`config.mk`:
```
export PLATFORM = sky130hd
export DESIGN_NAME = api_frame_deframer_escaped
export DESIGN_NICKNAME = d
export VERILOG_FILES = /design/src/afd_pkg.sv /design/src/afd_fsm.sv /design/src/afd_out_buf.sv /design/src/api_frame_deframer_escaped.sv
export SDC_FILE = /design/constraint.sdc
export NUM_CORES = 1
export LEC_CHECK = 0
export BUFFER_PORTS_ARGS = -buffer_cell sky130_fd_sc_hd__buf_2
export CORE_MARGIN = 3
export CORE_UTILIZATION = 61
export CTS_CLUSTER_DIAMETER = 80
export DETAILED_ROUTE_END_ITERATION = 12
export GPL_TIMING_DRIVEN = 0
export PLACE_DENSITY = 0.88
export SETUP_SLACK_MARGIN = 0.2
export SYNTH_ARGS = -nofsm -noshare
export SYNTH_HDL_FRONTEND = slang
export SYNTH_SLANG_ARGS = --single-unit
```
`constraint.sdc`:
```
create_clock -name clk -period 3 [get_ports clk]
set_input_delay 0.3 -clock clk [delete_from_list [all_inputs] [get_ports clk]]
set_output_delay 0.3 -clock clk [all_outputs]
set_load 0.005 [all_outputs]
```
`src/afd_pkg.sv`:
```
// ----------------------------------------------------------------------------
// afd_pkg
// Shared types and constants for the escaped api frame deframer.
// ----------------------------------------------------------------------------
`default_nettype none

package afd_pkg;

  localparam logic [7:0] DELIM   = 8'h7E;
  localparam logic [7:0] ESC     = 8'h7D;
  localparam logic [7:0] ESC_XOR = 8'h20;
  localparam logic [7:0] CK_BASE = 8'hFF;

  localparam logic [1:0] MODE_PLAIN = 2'd1;
  localparam logic [1:0] MODE_ESC   = 2'd2;

  localparam logic [1:0] STATUS_GOOD  = 2'd0;
  localparam logic [1:0] STATUS_BADCK = 2'd1;
  localparam logic [1:0] STATUS_ABORT = 2'd2;
  localparam logic [1:0] STATUS_EMPTY = 2'd3;

  typedef enum logic [4:0] {
    PH_HUNT   = 5'b00001,
    PH_LEN_HI = 5'b00010,
    PH_LEN_LO = 5'b00100,
    PH_DATA   = 5'b01000,
    PH_CHECK  = 5'b10000
  } phase_t;

  typedef struct packed {
    logic [7:0] data_byte;
    logic       last;
    logic [1:0] status;
  } res_t;

  typedef struct packed {
    logic valid;
    res_t res;
  } res_word_t;

endpackage

`default_nettype wire

```
`src/afd_fsm.sv`:
```
// ----------------------------------------------------------------------------
// afd_fsm
// Byte state machine: delimiter hunt, length, data with one-word hold, checksum.
// ----------------------------------------------------------------------------
`default_nettype none

module afd_fsm (
  input  wire logic              clk,
  input  wire logic              rst_n,
  input  wire logic              cfg_wen,
  input  wire logic [1:0]        cfg_wdata,
  input  wire logic              byte_accept,
  input  wire logic [7:0]        rx_byte,
  output afd_pkg::res_word_t     res_word
);
  import afd_pkg::*;

  logic [1:0]  api_mode_r;
  phase_t      phase_r, phase_nxt;
  logic        esc_pending_r, esc_pending_nxt;
  logic [15:0] frame_length_r, frame_length_nxt;
  logic [15:0] bytes_left_r, bytes_left_nxt;
  logic [7:0]  running_sum_r, running_sum_nxt;
  logic [7:0]  held_byte_r, held_byte_nxt;
  logic        held_valid_r, held_valid_nxt;

  logic        esc_mode;
  logic        esc_eff;
  logic [7:0]  v;
  logic [15:0] left_dec;
  logic [15:0] len_full;

  assign esc_mode = (api_mode_r == MODE_ESC);
  assign esc_eff  = esc_mode & esc_pending_r;
  assign v        = esc_eff ? (rx_byte ^ ESC_XOR) : rx_byte;
  assign left_dec = bytes_left_r - 16'd1;
  assign len_full = {frame_length_r[15:8], v};

  always_comb begin
    phase_nxt        = phase_r;
    esc_pending_nxt  = esc_pending_r;
    frame_length_nxt = frame_length_r;
    bytes_left_nxt   = bytes_left_r;
    running_sum_nxt  = running_sum_r;
    held_byte_nxt    = held_byte_r;
    held_valid_nxt   = held_valid_r;
    res_word         = '0;
    if (byte_accept) begin
      esc_pending_nxt = esc_eff;
      if (esc_mode && rx_byte == DELIM) begin
        if (phase_r != PH_HUNT) begin
          res_word.valid         = 1'b1;
          res_word.res.data_byte = held_valid_r ? held_byte_r : 8'd0;
          res_word.res.last      = 1'b1;
          res_word.res.status    = STATUS_ABORT;
        end
        esc_pending_nxt = 1'b0;
        held_valid_nxt  = 1'b0;
        held_byte_nxt   = 8'd0;
        running_sum_nxt = 8'd0;
        phase_nxt       = PH_LEN_HI;
      end else if (phase_r == PH_HUNT) begin
        if (rx_byte == DELIM) begin
          phase_nxt       = PH_LEN_HI;
          running_sum_nxt = 8'd0;
          held_valid_nxt  = 1'b0;
          held_byte_nxt   = 8'd0;
        end
      end else if (esc_mode && !esc_eff && rx_byte == ESC) begin
        esc_pending_nxt = 1'b1;
      end else begin
        esc_pending_nxt = 1'b0;
        case (phase_r)
          PH_LEN_HI: begin
            frame_length_nxt = {v, 8'd0};
            phase_nxt        = PH_LEN_LO;
          end
          PH_LEN_LO: begin
            frame_length_nxt = len_full;
            bytes_left_nxt   = len_full;
            running_sum_nxt  = 8'd0;
            phase_nxt        = (len_full == 16'd0) ? PH_CHECK : PH_DATA;
          end
          PH_DATA: begin
            running_sum_nxt = running_sum_r + v;
            if (held_valid_r) begin
              res_word.valid         = 1'b1;
              res_word.res.data_byte = held_byte_r;
              res_word.res.last      = 1'b0;
              res_word.res.status    = STATUS_GOOD;
            end
            held_byte_nxt  = v;
            held_valid_nxt = 1'b1;
            bytes_left_nxt = left_dec;
            if (left_dec == 16'd0) begin
              phase_nxt = PH_CHECK;
            end
          end
          PH_CHECK: begin
            res_word.valid    = 1'b1;
            res_word.res.last = 1'b1;
            if (frame_length_r == 16'd0 || !held_valid_r) begin
              res_word.res.data_byte = 8'd0;
              res_word.res.status    = STATUS_EMPTY;
            end else begin
              res_word.res.data_byte = held_byte_r;
              res_word.res.status    = ((CK_BASE - running_sum_r) == v) ?
                                       STATUS_GOOD : STATUS_BADCK;
            end
            held_valid_nxt = 1'b0;
            held_byte_nxt  = 8'd0;
            phase_nxt      = PH_HUNT;
          end
          default: begin
            phase_nxt = PH_HUNT;
          end
        endcase
      end
    end
  end

  always_ff @(posedge clk) begin
    if (!rst_n) begin
      api_mode_r     <= MODE_PLAIN;
      phase_r        <= PH_HUNT;
      esc_pending_r  <= 1'b0;
      frame_length_r <= 16'd0;
      bytes_left_r   <= 16'd0;
      running_sum_r  <= 8'd0;
      held_byte_r    <= 8'd0;
      held_valid_r   <= 1'b0;
    end else begin
      if (cfg_wen) begin
        api_mode_r <= cfg_wdata;
      end
      phase_r        <= phase_nxt;
      esc_pending_r  <= esc_pending_nxt;
      frame_length_r <= frame_length_nxt;
      bytes_left_r   <= bytes_left_nxt;
      running_sum_r  <= running_sum_nxt;
      held_byte_r    <= held_byte_nxt;
      held_valid_r   <= held_valid_nxt;
    end
  end

`ifndef NO_ASSERTIONS
  a_held_phase: assert property (@(posedge clk) disable iff (!rst_n)
    held_valid_r |-> (phase_r == PH_DATA || phase_r == PH_CHECK))
    else $error("held word outside data or checksum phase");

  a_data_left: assert property (@(posedge clk) disable iff (!rst_n)
    (phase_r == PH_DATA) |-> (bytes_left_r != 16'd0))
    else $error("data phase with no bytes left");

  a_mid_status: assert property (@(posedge clk) disable iff (!rst_n)
    (res_word.valid && !res_word.res.last) |-> (res_word.res.status == STATUS_GOOD))
    else $error("status set on a non-final word");
`endif

endmodule

`default_nettype wire

```
`src/afd_out_buf.sv`:
```
// ----------------------------------------------------------------------------
// afd_out_buf
// Output register with a skid stage between the state machine and the stream.
// ----------------------------------------------------------------------------
`default_nettype none

module afd_out_buf (
  input  wire logic              clk,
  input  wire logic              rst_n,
  input  afd_pkg::res_word_t     wr_word,
  output logic                   space,
  output logic                   out_tvalid,
  input  wire logic              out_tready,
  output afd_pkg::res_t          out_res
);
  import afd_pkg::*;

  logic out_valid_r;
  res_t out_data_r;
  logic skid_valid_r;
  res_t skid_data_r;
  logic pop;

  assign pop        = out_valid_r & out_tready;
  assign space      = ~skid_valid_r;
  assign out_tvalid = out_valid_r;
  assign out_res    = out_data_r;

  always_ff @(posedge clk) begin
    if (!rst_n) begin
      out_valid_r  <= 1'b0;
      skid_valid_r <= 1'b0;
    end else begin
      if (pop || !out_valid_r) begin
        if (skid_valid_r) begin
          out_valid_r  <= 1'b1;
          skid_valid_r <= 1'b0;
        end else begin
          out_valid_r <= wr_word.valid;
        end
      end else if (wr_word.valid) begin
        skid_valid_r <= 1'b1;
      end
    end
  end

  always_ff @(posedge clk) begin
    if (pop || !out_valid_r) begin
      out_data_r <= skid_valid_r ? skid_data_r : wr_word.res;
    end else if (wr_word.valid) begin
      skid_data_r <= wr_word.res;
    end
  end

`ifndef NO_ASSERTIONS
  a_skid_order: assert property (@(posedge clk) disable iff (!rst_n)
    skid_valid_r |-> out_valid_r)
    else $error("skid word without output word");

  a_no_overflow: assert property (@(posedge clk) disable iff (!rst_n)
    wr_word.valid |-> !skid_valid_r)
    else $error("write into full buffer");

  a_skid_hold: assert property (@(posedge clk) disable iff (!rst_n)
    (skid_valid_r && !out_tready) |=> skid_valid_r && $stable(skid_data_r))
    else $error("skid word lost while stalled");
`endif

endmodule

`default_nettype wire

```
`src/api_frame_deframer_escaped.sv`:
```
// ----------------------------------------------------------------------------
// api_frame_deframer_escaped
// Length-prefixed frame deframer with optional 0x7D byte stuffing.
// ----------------------------------------------------------------------------
// output: each result word is registered in the output register, or in the skid register while out_* stalls
// throughput: one input word per cycle while the skid register is empty, set by the byte state machine
// a two-word output buffer keeps input flowing while one result waits
// reset: synchronous active-low rst_n; hunts for delimiter, api_mode = 1
// ----------------------------------------------------------------------------
`default_nettype none

module api_frame_deframer_escaped (
  input  wire logic       clk,
  input  wire logic       rst_n,
  input  wire logic       cfg_wen,
  input  wire logic [1:0] cfg_wdata,    // api_mode
  input  wire logic       in_tvalid,
  output logic            in_tready,
  input  wire logic [7:0] in_tdata,     // [7:0] rx_byte
  output logic            out_tvalid,
  input  wire logic       out_tready,
  output logic [7:0]      out_tdata,    // [7:0] data_byte
  output logic            out_tlast,
  output logic [1:0]      out_tuser     // [1:0] status
);
  import afd_pkg::*;

  logic      space;
  logic      byte_accept;
  res_word_t res_word;
  res_t      out_res;

  assign in_tready   = space;
  assign byte_accept = in_tvalid & space;

  afd_fsm u_fsm (
    .clk         (clk),
    .rst_n       (rst_n),
    .cfg_wen     (cfg_wen),
    .cfg_wdata   (cfg_wdata),
    .byte_accept (byte_accept),
    .rx_byte     (in_tdata),
    .res_word    (res_word)
  );

  afd_out_buf u_out_buf (
    .clk        (clk),
    .rst_n      (rst_n),
    .wr_word    (res_word),
    .space      (space),
    .out_tvalid (out_tvalid),
    .out_tready (out_tready),
    .out_res    (out_res)
  );

  assign out_tdata = out_res.data_byte;
  assign out_tlast = out_res.last;
  assign out_tuser = out_res.status;

endmodule

`default_nettype wire
```
==> run summary, run 1 <==
status = complete, no violations
DR vias/cell = 6.29
drt wl/cell = 17.6 um
register area share after synthesis = 42.6%
largest net degree at the start of global routing = 16
Post-Syn Nets = 496
Core Util, Final = 70.2%
synth top area cells = dfxtp_1 27%, edfxtp_1 15%, nor2b_1 5.5%, o21ai_0 3.9%, a22oi_1 3.3%
Ports = 28
first-pass GRT wire length = 17700 um
met1 Usage GRT = 35.1%
CP Max Fanout = 6
layout cells sized above 1 = 13.5%
met3 Usage GRT = 5.27%
Clock Pin Slew Worst Setup and Hold Paths = 90 ps
CTS H-tree lvls = 3
max-slew violation count = 0
Final setup viols = 0
worst skew pair latency = 350 ps
overall routing resource usage = 26.8%
Hold/Removal Path Class = primary input to register
Synth Flop Type = dfxtp_1
Post-Layout Cell Count = 609
Static Leak = 1.89 nW
vias = 3833
Yosys reg bits = 81
Peak Freq = 398 MHz
Synth warnings = 0
Peak VDD IR = 0.398 mV
fin crit share = 83.8%
CTS Root Cell = clkbuf_8
Tmin final = 2510 ps
clock skew = 6.01 ps
Worst-Margin Slew = 857 ps
DRC violations left = 0
Yosys top cell by area = dfxtp_1
setup TNS = 0 ps
max cap viols = 0
initial antenna violation count = 0
Synth async-reset ratio = 0%
Req. time, crit path = 3270 ps
vias in the first global route = 3648
Yosys cell types = 61
Cell Pwr Density = 516 nW/um2
Post-Syn Area = 4330 um2
dpl hpwl = 7580 um
Placement Setup Slack = 224 ps
Routed Antenna Nets = 0
max_slew headroom = 42.9%
Syn-to-layout area delta = 10.9%
core area = 6830 um2
CTS Buf Count = 9
TritonCTS clock tree = yes
M2 GR Usage = 43.1%
Rows = 30
CTS Hold Bufs = 0
Port Buffers = 26
Starting Density = 63.3%
Die ar. = 8140 um2
CP arrival = 2790 ps
Post-synth top cells = 59 x dfxtp_1, 38 x nor2b_1, 34 x o21ai_0
Post-Synthesis Mean Instance Area = 9.18 um2
RSZ-0062 raised after global routing = no
postcts setup bufs = 0
Cells after Synth = 471
placed cells = 593
routability cong. = 1.01
Antenna diodes = 0
post-route setup slack = 486 ps
1st-iter DRT viols = 441
CP endpoint kind = register
gr ovfl total = 0
Hold Fails Final Rpt = 0
top-count cell post-synth = dfxtp_1
final-stage net count = 533
first drt pass iteration count = 6
Crit Path Class = register to register
Synth top area share = 27.3%
Die Height = 90.2 um
startpoint types = register
filler instances = 532
clock sink total = 81
die width = 90.2 um
GR peak layer = met2
Routed WL = 10700 um
Post-synth EDFFs = 22
Clock Path Buffers = 2
post-cts sizing count = 0
[power breakdown]
group,internal (W),switching (W)
sequential,0.00114,0.0000178
combinational,0.000154,0.000318
clock,0.000419,0.000428
[layer usage]
layer	wire length, um	vias to the layer above
met5	0	-
met4	256	0
met3	998	32
met2	5040	200
met1	4450	1789
li1	-	1812
[cells by family after synthesis]
group	count (synthesis)	synth area share [%]
buffers and inverters	38	3.85
XOR/XNOR	8	1.62
adder cells (fa/ha/maj)	10	3.07
AND/OR/NAND/NOR	192	25.9
AO/OA/AOI/OAI	131	20.4
flip-flops	81	42.6
multiplexers	11	2.55
[worst max-delay path: stages, from the launching register on]
cell      delay, ps
dfxtp_1         340
nand3b_1        200
xnor2_2         400
ha_1            380
nor4b_1         310
a311o_1         190
nor2_1           50
or4_1           390
a21boi_0        190
[worst paths after layout]
check | cells after the start | endpoint | slack, ps | startpoint
setup / recovery | 8 | u_fsm.running_sum_r[7]$_SDFFE_PN0P_ | 490 | u_fsm.api_mode_r[0]$_SDFFE_PN1P_
hold / removal | 3 | u_fsm.api_mode_r[0]$_SDFFE_PN1P_ | 170 | cfg_wdata[0]
setup reg to reg | 8 | u_fsm.running_sum_r[7]$_SDFFE_PN0P_ | 490 | u_fsm.api_mode_r[0]$_SDFFE_PN1P_
hold reg to reg | 2 | u_fsm.running_sum_r[3]$_SDFFE_PN0P_ | 460 | u_fsm.running_sum_r[3]$_SDFFE_PN0P_
[through the flow]
stage	hold slack, ps	instance area (um2)	power, W
after global placement	441	4580	0.00163
final	170	4800	0.00248
after detailed placement	452	4580	0.00164
after CTS	156	4790	0.00247
after floorplan	428	4330	0.00153
after global routing	172	4800	0.00256
[layout by cell type, fill, tap and decap left out, drive strengths merged, types with 6 or more instances in the layout]
cell	instances
nand2	33
a21boi	15
a22o	8
nand3b	6
nor3	8
or4	6
dfxtp	59
nor2b	38
buf	38
clkbuf	25
a21oi	25
inv	11
nand3	15
ha	9
nand4	6
and2	13
mux2i	11
edfxtp	22
nor2	27
a22oi	19
o21ai	34
nor4	12
[final cells by class]
type	count	area, um2	area share [%]
Sequential cell	81	1840	38.4
Inverter	11	41.3	0.861
Buffer	27	125	2.61
Timing Repair Buffer	26	130	2.71
Multi-Input combinational cell	352	2320	48.5
Clock buffer	10	138	2.87
Clock inverter	6	76.3	1.59
Tap cell	96	120	2.50
[flip-flops by register name, indices dropped and copies added, names as in the netlist]
| signal | cells |
|---|---|
| u_fsm.bytes_left_r | 16 |
| u_fsm.frame_length_r | 16 |
| u_out_buf.out_res | 11 |
| u_out_buf.skid_data_r | 11 |
| u_fsm.held_byte_r | 8 |
| u_fsm.running_sum_r | 8 |
| u_fsm.phase_r | 5 |
| u_fsm.api_mode_r | 2 |
| u_fsm.esc_pending_r | 1 |
| u_fsm.held_valid_r | 1 |
| u_out_buf.out_tvalid | 1 |
| u_out_buf.skid_valid_r | 1 |
Power figures use the tool's default switching activity.
==> run 2: changes to the inputs <==
Clock period 3 ns to 2.62 ns, I/O delays scaled along.
==> run 2 against run 1 <==
Combinational power up 18%. Register-to-register slack worse by 180 ps. Wire length up 2.2%. Sequential share of layout area down 0.52 points. Largest cell class unchanged. Die area unchanged. Non-clock buffer count up 2. Critical path type unchanged. Largest power group unchanged. Cell count up 0.33%.
==> run summary, run 2 (synthesized netlist as in run 1, its figures left out) <==
post-route setup slack = 305 ps
gr ovfl total = 0
Rows = 30
layout cells sized above 1 = 15.3%
setup TNS = 0 ps
most common cell after layout, fill and taps aside = dfxtp_1
startpoint types = register
Top Registers = u_fsm.bytes_left_r x16, u_fsm.frame_length_r x16
max incr delay on CP = 390 ps
final-stage net count = 535
vias in the first global route = 3648
r2r endpoint = u_fsm.running_sum_r[7]$_SDFFE_PN0P_
hold_ws = 128 ps
Stages on worst setup path = 8
clock sink total = 81
Crit-path slowest cell = or4_1
CTS H-tree lvls = 3
CTS Buf Count = 9
Reg-to-Reg Start = u_fsm.api_mode_r[0]$_SDFFE_PN1P_
Clock Path Buffers = 2
DRC violations left = 0
initial antenna violation count = 0
vias = 3878
Routed WL = 11000 um
fin crit share = 88.4%
reg2reg path depth = 8
Cell Pwr Density = 586 nW/um2
Starting Density = 63.3%
Syn-to-layout area delta = 12.4%
Static Leak = 1.91 nW
CP endpoint = u_fsm.running_sum_r[7]$_SDFFE_PN0P_
Placement Setup Slack = -156 ps
max_slew headroom = 53.1%
worst skew pair latency = 350 ps
max cap viols = 0
overall routing resource usage = 26.9%
Tmin final = 2320 ps
routability cong. = 1.01
Clock Pin Slew Worst Setup and Hold Paths = 90 ps
Die ar. = 8140 um2
first-pass GRT wire length = 17700 um
Antenna diodes = 0
core area = 6830 um2
Die Height = 90.2 um
Peak Freq = 432 MHz
max-slew violation count = 0
Routed Antenna Nets = 0
Ports = 28
TritonCTS clock tree = yes
Final setup viols = 0
die width = 90.2 um
largest net degree at the start of global routing = 16
Port Buffers = 26
Req. time, crit path = 2890 ps
CTS Root Cell = clkbuf_8
CP Max Fanout = 5
Hold/Removal Path Class = primary input to register
R2R Setup Slk = 300 ps
Crit Path Class = register to register
DR vias/cell = 6.35
first drt pass iteration count = 6
Hold Fails Final Rpt = 0
dpl hpwl = 7580 um
Worst-Margin Slew = 699 ps
CP arrival = 2590 ps
CTS Hold Bufs = 0
Top delay family on crit path = simple AND/OR/NAND/NOR gates
Peak VDD IR = 0.455 mV
drt wl/cell = 18.0 um
status = complete, no violations
placed cells = 593
RSZ-0062 raised after global routing = yes
CP Buf/Inv Count = 0
most frequent cells in the layout = 59 x dfxtp_1, 38 x nor2b_1, 36 x buf_2
Post-Layout Cell Count = 611
total power = 0.00285 W
CP endpoint kind = register
Critical Path Source = u_fsm.api_mode_r[0]$_SDFFE_PN1P_
clock skew = 10.3 ps
CP Cell Sequence = nand3b_1 -> xnor2_4 -> ha_2 -> nor4b_2 -> a311o_1 -> nor2_1 -> or4_1 -> a21boi_0
1st-iter DRT viols = 443
-- run 2: changes by cell type in the layout (fill, tap and decap cells not counted), sizes merged --
cell  change
buf       +2
-- run 2: report_power, final --
part	switching, W	internal, W	total (W)
logic	0.000373	0.000182	0.000554
registers	0.0000201	0.00131	0.00133
clock network	0.000492	0.000480	0.000972
total	0.000885	0.00197	0.00285
-- run 2: worst register-to-register path: cells and delay by family (launching register included) --
family                     cells  cell delay [ps]
adders and majority gates      1              330
AOI/OAI and AO/OA              2              370
and+or+nand+nor                4              990
xor gates and xnor gates       1              200
DFF                            1              340
-- run 2: cell type report --
type,instances,area (um2)
multi-input combinational,352,2380
fill,526,1970
sequential,81,1840
timing repair buffer,28,145
clock buffer,10,138
buffer,27,125
tap,96,120
clock inverter,6,76.3
inverter,11,41.3
-- run 2: worst min-delay path by stage --
stage,from,endpoint,slack [ps],depth (start not counted)
after CTS,cfg_wdata[0],u_fsm.api_mode_r[0]$_SDFFE_PN1P_,120,3
after global placement,u_fsm.running_sum_r[2]$_SDFFE_PN0P_,u_fsm.running_sum_r[2]$_SDFFE_PN0P_,440,2
final,cfg_wdata[0],u_fsm.api_mode_r[0]$_SDFFE_PN1P_,130,3
after global routing,cfg_wdata[0],u_fsm.api_mode_r[0]$_SDFFE_PN1P_,130,3
after floorplan,cfg_wdata[0],u_fsm.api_mode_r[0]$_SDFFE_PN1P_,390,2
after detailed placement,u_fsm.running_sum_r[3]$_SDFFE_PN0P_,u_fsm.running_sum_r[3]$_SDFFE_PN0P_,450,2
-- run 2: stage by stage --
stage | instance area, um2 | utilization, %
6_report | 4860 | 71.2
5_1_grt | 4860 | 71.2
4_1_cts | 4820 | 70.5
3_5_place_dp | 4580 | 67.0
3_3_place_gp | 4580 | 67.0
2_1_floorplan | 4330 | -
-- run 2: metal layers --
metal	global-route usage, %	vias up	share of wire [%]	routed length (um)
met4	12.4	0	2.9	323
met5	0	-	0	0
li1	-	1816	-	-
met2	43.1	189	47	5150
met3	5.61	34	8.4	923
met1	35.0	1839	42	4590
-- run 2: timing repair --
item                       4_1_cts  5_1_grt
pin swaps                        1        1
setup endpoints to repair        2       21
buffers inserted                 1        1
cloned                           0        0
resized for setup                2        8
